File: config.mk
export PLATFORM = sky130hd
export DESIGN_NAME = psrl_ctrl
export DESIGN_NICKNAME = d
export VERILOG_FILES = /design/src/hw/rtl/psrl_pkg.sv /design/src/hw/rtl/psrl_ctrl.sv
export SDC_FILE = /design/constraint.sdc
export NUM_CORES = 1
export LEC_CHECK = 0
export BUFFER_PORTS_ARGS = -buffer_cell sky130_fd_sc_hd__clkbuf_2
export CAP_MARGIN = 20
export CORE_AREA = 2 2 39 41
export CTS_BUF_LIST = sky130_fd_sc_hd__clkbuf_8
export DETAILED_ROUTE_END_ITERATION = 10
export DIE_AREA = 0 0 41 43
export PLACE_DENSITY = 0.4
export SLEW_MARGIN = 40
export SYNTH_ARGS = -nofsm -noshare
export SYNTH_HDL_FRONTEND = slang
export SYNTH_SLANG_ARGS = --single-unit
File: constraint.sdc
create_clock -name i_clk -period 1.5 [get_ports i_clk]
set_clock_uncertainty 0.05 [all_clocks]
set_input_delay 0.45 -clock i_clk [delete_from_list [all_inputs] [get_ports i_clk]]
set_output_delay 0.45 -clock i_clk [all_outputs]
set_load 0.01 [all_outputs]
File: src/hw/rtl/psrl_pkg.sv
`timescale 1ns / 1ps
// ----------------------------------------------------------------------------
// psrl_pkg
// Shared types, constants and helper functions of the per-source limiter.
// ----------------------------------------------------------------------------
package psrl_pkg;

    localparam int TABLE_ENTRIES = 4096;
    localparam int WAYS          = 4;
    localparam int SETS          = TABLE_ENTRIES / WAYS;
    localparam int SET_W         = $clog2(SETS);
    localparam int WAY_W         = (WAYS > 1) ? $clog2(WAYS) : 1;
    localparam int LRU_W         = WAYS * WAY_W;

    localparam int KEY_W   = 32;
    localparam int COUNT_W = 32;
    localparam int TIME_W  = 64;
    localparam int WIN_W   = 40;
    localparam int LIM_W   = 32;
    localparam int CFG_W   = 40;
    localparam int IDX_W   = 1;
    localparam int DROPS_W = 64;

    localparam logic [15:0]  MIN_EXAMINED_LENGTH = 16'd34;
    localparam logic [15:0]  IPV4_TYPE           = 16'h0800;
    localparam logic [31:0]  HASH_MULT           = 32'h9E3779B1;
    localparam logic [LIM_W-1:0] RATE_LIMIT_RESET = LIM_W'(1000);
    localparam logic [WIN_W-1:0] WINDOW_RESET     = WIN_W'(1000000000);

    localparam logic [IDX_W-1:0] REG_RATE_LIMIT = 1'b0;
    localparam logic [IDX_W-1:0] REG_WINDOW     = 1'b1;

    typedef enum logic [2:0] {
        OUT_NOT_EXAMINED = 3'd0,
        OUT_NEW_FLOW     = 3'd1,
        OUT_RESTART      = 3'd2,
        OUT_COUNTED      = 3'd3,
        OUT_DROPPED      = 3'd4
    } t_outcome;

    typedef enum logic [2:0] {
        ST_CLEAR,
        ST_IDLE,
        ST_HASH,
        ST_READ,
        ST_UPDATE,
        ST_OUT
    } t_state;

    typedef struct packed {
        logic clear;
        logic load;
        logic hash;
        logic read;
        logic update;
        logic out_valid;
    } t_cmd;

    typedef struct packed {
        logic clear_done;
    } t_status;

    // Reset LRU order: way 0 is least recently used, stored at the low slot.
    function automatic logic [LRU_W-1:0] lru_reset_order();
        logic [LRU_W-1:0] v;
        v = '0;
        for (int i = 0; i < WAYS; i++) begin
            v[i*WAY_W +: WAY_W] = WAY_W'(i);
        end
        return v;
    endfunction

endpackage

File: src/hw/rtl/psrl_ctrl.sv
`timescale 1ns / 1ps
// ----------------------------------------------------------------------------
// psrl_ctrl
// Sequencer: clearing pass after reset, then hash, read, update and output.
// ----------------------------------------------------------------------------
module psrl_ctrl (
    input  logic            i_clk,
    input  logic            i_rst_n,
    input  logic            i_valid,
    input  logic            i_out_ready,
    input  psrl_pkg::t_status i_status,
    output logic            o_ready,
    output psrl_pkg::t_cmd  o_cmd
);
    import psrl_pkg::*;

    t_state r_state, n_state;

    always_ff @(posedge i_clk) begin
        if (!i_rst_n) begin
            r_state <= ST_CLEAR;
        end else begin
            r_state <= n_state;
        end
    end

    always_comb begin
        n_state = r_state;
        case (r_state)
            ST_CLEAR:  if (i_status.clear_done) n_state = ST_IDLE;
            ST_IDLE:   if (i_valid) n_state = ST_HASH;
            ST_HASH:   n_state = ST_READ;
            ST_READ:   n_state = ST_UPDATE;
            ST_UPDATE: n_state = ST_OUT;
            ST_OUT: begin
                if (i_out_ready) begin
                    n_state = i_valid ? ST_HASH : ST_IDLE;
                end
            end
            default:   n_state = ST_IDLE;
        endcase
    end

    always_comb begin
        o_cmd = '0;
        o_ready = 1'b0;
        case (r_state)
            ST_CLEAR:  o_cmd.clear = 1'b1;
            ST_IDLE: begin
                o_ready = 1'b1;
                o_cmd.load = i_valid;
            end
            ST_HASH:   o_cmd.hash = 1'b1;
            ST_READ:   o_cmd.read = 1'b1;
            ST_UPDATE: o_cmd.update = 1'b1;
            ST_OUT: begin
                o_cmd.out_valid = 1'b1;
                o_ready = i_out_ready;
                o_cmd.load = i_out_ready && i_valid;
            end
            default: ;
        endcase
    end

endmodule

## Word level (Yosys, flattened, before mapping)

Index checks and enable logic that the tools add are counted.

- Reductions and logical operators: 3
- Eq/ne operators: 8
- Mux-type cells: 12

Operator list:

| operator | count |
|---|---|
| $pmux 3 s6 | 1 |
| $mux 3 | 3 |
| $eq 3x2->1 const B | 2 |
| $eq 3x3->1 const B | 2 |
| $ne 2x2->1 const B | 3 |
| $mux 1 | 5 |
| $pmux 1 s2 | 2 |
| $eq 3x1->1 const B | 1 |
| $logic_not 3->1 | 1 |
| $reduce_and 3->1 | 1 |
| $mux 2 | 1 |
| $logic_and 1x1->1 | 1 |

- Word-level logic and storage cells: 24
- Input bits: 5
- Output and inout port bits: 7
- Register bits: 3

## Depth between registers and ports, before layout

- Depth in word-level cells: 3
- Gate-level depth with buffers: 3
- Gate-level depth less buffers: 3

## Worst setup path before layout

OpenSTA, ideal clock, no wires.

- Path type: input-to-output
- Start point: input i_out_ready
- End point: output o_cmd[4] in the netlist's numbering
- Path buffers: 0
- Path slack: 0.005 ns
- Required time: 1.000 ns
- Cell stages on the path: 3
- Arrival time: 0.995 ns
- Cell sequence: inv_1 a211oi_4 and2_1

RTL lines:

| what | RTL line | RTL |
|---|---|---|
| start: declaration | psrl_ctrl.sv:10 | `input logic i_out_ready,` |
| end: declaration | psrl_ctrl.sv:13 | `output psrl_pkg::t_cmd o_cmd` |

==> summary.txt <==
Run status: finished, violations left
Violated checks: negative setup slack
Met3 routed WL: 36 µm
Finished Layout Cells: 63
Synthesized-area fraction occupied by xor and xnor cells: 0%
Overflow left after global routing: 0
Commonest non-fill, non-tap cells in the layout: buf_4 (8), buf_2 (7), clkbuf_2 (4)
Die outline area: 1763 µm²
Largest voltage drop on the vdd net: 0.0003035 V
Critical path data required time: 1.00 ns
Final core area utilization: 31.28%
Synthesized-area fraction occupied by and/or/nand/nor cells: 34.19%
Post-Synthesis Cells: 22
Netlist area before placement: 193.9 µm²
Routed wire length on met2: 308 µm
Worst-path clk slew: 0.03 ns
Final hold violations: 0
Number of buffer and inverter instances along the worst setup path: 1
Count of unresolved DRC violations after routing: 0
Average wire length per cell after detail routing: 9.714 µm
Number of diodes: 0
Final-layout fill cell count: 152
Number of clock buffers inserted by TritonCTS: 3
Initial core utilization: 14.01%
Cell depth of the worst setup path: 3
Initial antenna violation count: 0
Net count of the finished layout: 53
Std cell rows: 14
Library cells used by synthesis: 14
Cell leakage power: 0.0002085 µW
Chip Width: 41 µm
Met1 Routed Length: 268 µm
MaxCap Viol Count: 0
Die height: 43 µm
Number of buffers inserted by hold repair at cts: 0
CP peak stage delay: 0.36 ns
Worst slew margin relative to its limit: 82.43%
Number of placed cells counting well taps: 53
Worst-path cell chain: a211oi_4, and2_1, buf_2
Number of antenna-violating nets in the routed design: 0
Mapped Nets: 27
Type of the worst setup path: reg -> out
Yosys synthesis warning count: 0
Half-perimeter wire length after detailed placement: 399.7 µm
Vias: 234
Clk sinks: 3
Final count of negative-setup-slack endpoints: 5
Top layer in use: met3
FF+latch count, synth: 3
CTS HTree Levels: 1
Later-pin clock latency in the skew report: 0.21 ns
Top Family by Delay on Critical Path: flip-flops
Post-layout worst setup margin: -0.08090 ns
Area of the core region: 1384 µm²
Hold WC Path Type: in -> reg
Largest registers: r_state: 3 flops
TritonCTS clock tree: yes
R2R cell count: 3
Register with the most flip-flops: r_state
Root buffer cell: clkbuf_8
Initial DRC Count: 2
Synthesized-area fraction occupied by ao, oa, aoi and oai cells: 30.97%
# port buffers: 11
Maximum number of pins on one net before global-route repair: 9
Final period utilization: 105.4%
Highest clock frequency the design can meet: 0.6326 GHz
Adder and majority cell fraction of the synthesized area: 0%
Synthesis-to-layout area growth: 123.2%
Flip-flop count of the largest register, all copies and words added: 3
I/O Pins: 12
Sequential-to-total area share from yosys stat: 30.97%
Clock period minus worst slack: 1.581 ns
Multiplexer fraction of the synthesized cell area: 0%
Mean Syn Cell Area: 8.815 µm²
Wire length of the first global-routing pass: 876 µm
Clock Tree Buf Depth: 2
Setup repair after global routing missed its margin: yes
Slew Limit Fails: 0
Slew at the pin closest to its max-slew limit: 0.2602 ns
Worst hold stages: 3
Via count of the first global-routing pass: 208
Biggest fanout along the worst timing path: 7
Ratio of cells with drive above 1 in the final layout: 72.34%
WL final: 612 µm
Total GRT Usage: 8.024%
Max stage delay cell, worst path: dfxtp_4
Power density over cell area: 989.7 nW/µm²
Vias per cell: 3.714
Most common library cell in the layout ignoring fill and taps: buf_4
Sort of element at the end of the critical path: primary output
Kind of start point of the critical path: flip-flop
Drt pass-1 iters: 2
GP Congestion: 0.6148
Main combinational cell family by area after synthesis: simple AND/OR/NAND/NOR gates
Data arrival time of the worst path: 1.08 ns
## Yosys cell counts
cell type	number	area, µm²
o41ai_1	1	8.760
a21oi_1	2	10.01
a22o_1	1	8.760
inv_1	1	3.750
nor2_1	3	11.26
nor3_1	1	5.000
dfxtp_1	3	60.06
o21a_1	1	7.510
inv_2	1	3.750
a211oi_4	1	20.02
nor3b_2	2	25.02
nand2b_1	2	12.51
o21ai_0	1	5.000
and2_1	2	12.51
## path summary, 6_finish.rpt
path,start,end,slack (ns)
setup / recovery,r_state[1],o_cmd[4],-0.08
hold reg to reg,r_state[1],r_state[0],0.55
hold / removal,i_status,r_state[0],0.44
setup reg to reg,r_state[0],r_state[0],0.43
## kinds of logic (layout without fill, tap and decap cells)
| group | count (synthesis) | count (layout) |
|---|---|---|
| simple gates | 10 | 10 |
| compound gates | 7 | 7 |
| flops | 3 | 3 |
| buf+inv | 2 | 27 |
## repair_timing
| action | in CTS | in global routing |
|---|---|---|
| gates resized for setup | 7 | 13 |
| buffers inserted | 3 | 3 |
| pin swaps | 5 | 5 |
| hold endpoints to repair | 0 | 0 |
| endpoints found under the setup margin | 7 | 7 |
## metrics by stage
step	total power (µW)	instance area, µm²	TNS, ns	hold slack (ns)	setup slack (ns)
after global routing	461.8	432.9	-0.6613	0.4536	-0.1499
after floorplan	135.7	193.9	0	0.5175	0.004785
after global placement	174.3	299.0	-0.1456	0.6204	-0.1272
after detailed placement	173.4	299.0	-0.1759	0.6339	-0.1411
after CTS	414.3	387.9	-0.2730	0.4441	-0.1207
final	428.5	432.9	-0.2944	0.4404	-0.08090
## worst register-to-register path: cells and delay by family (launching register included)
kind	cells	cell delay (ns)
AOI/OAI and AO/OA	1	0.34
DFF	1	0.32
buffers and inverters	1	0.16
and+or+nand+nor	1	0.07
## power breakdown
group | switching (µW) | internal, µW | total (µW)
sequential | 9.28 | 85.8 | 95.1
combinational | 46.8 | 64.0 | 111
clock | 48.7 | 174 | 223
## layout make-up
type	count	area [µm²]	share of cell area (%)
clock inverter	1	3.754	0.8671
tap	16	20.02	4.624
multi-input combinational	17	151.4	34.97
sequential	3	68.82	15.90
timing repair buffer	21	137.6	31.79
clock buffer	3	41.29	9.538
inverter	2	10.01	2.312
## layer usage
metal / GRT usage (%) / vias to the layer above
met4: 8.000 / 0
li1: - / 127
met1: 10.58 / 100
met2: 9.063 / 7
met5: 0 / -
met3: 3.141 / 0
(Power assumes the default switching activity.)
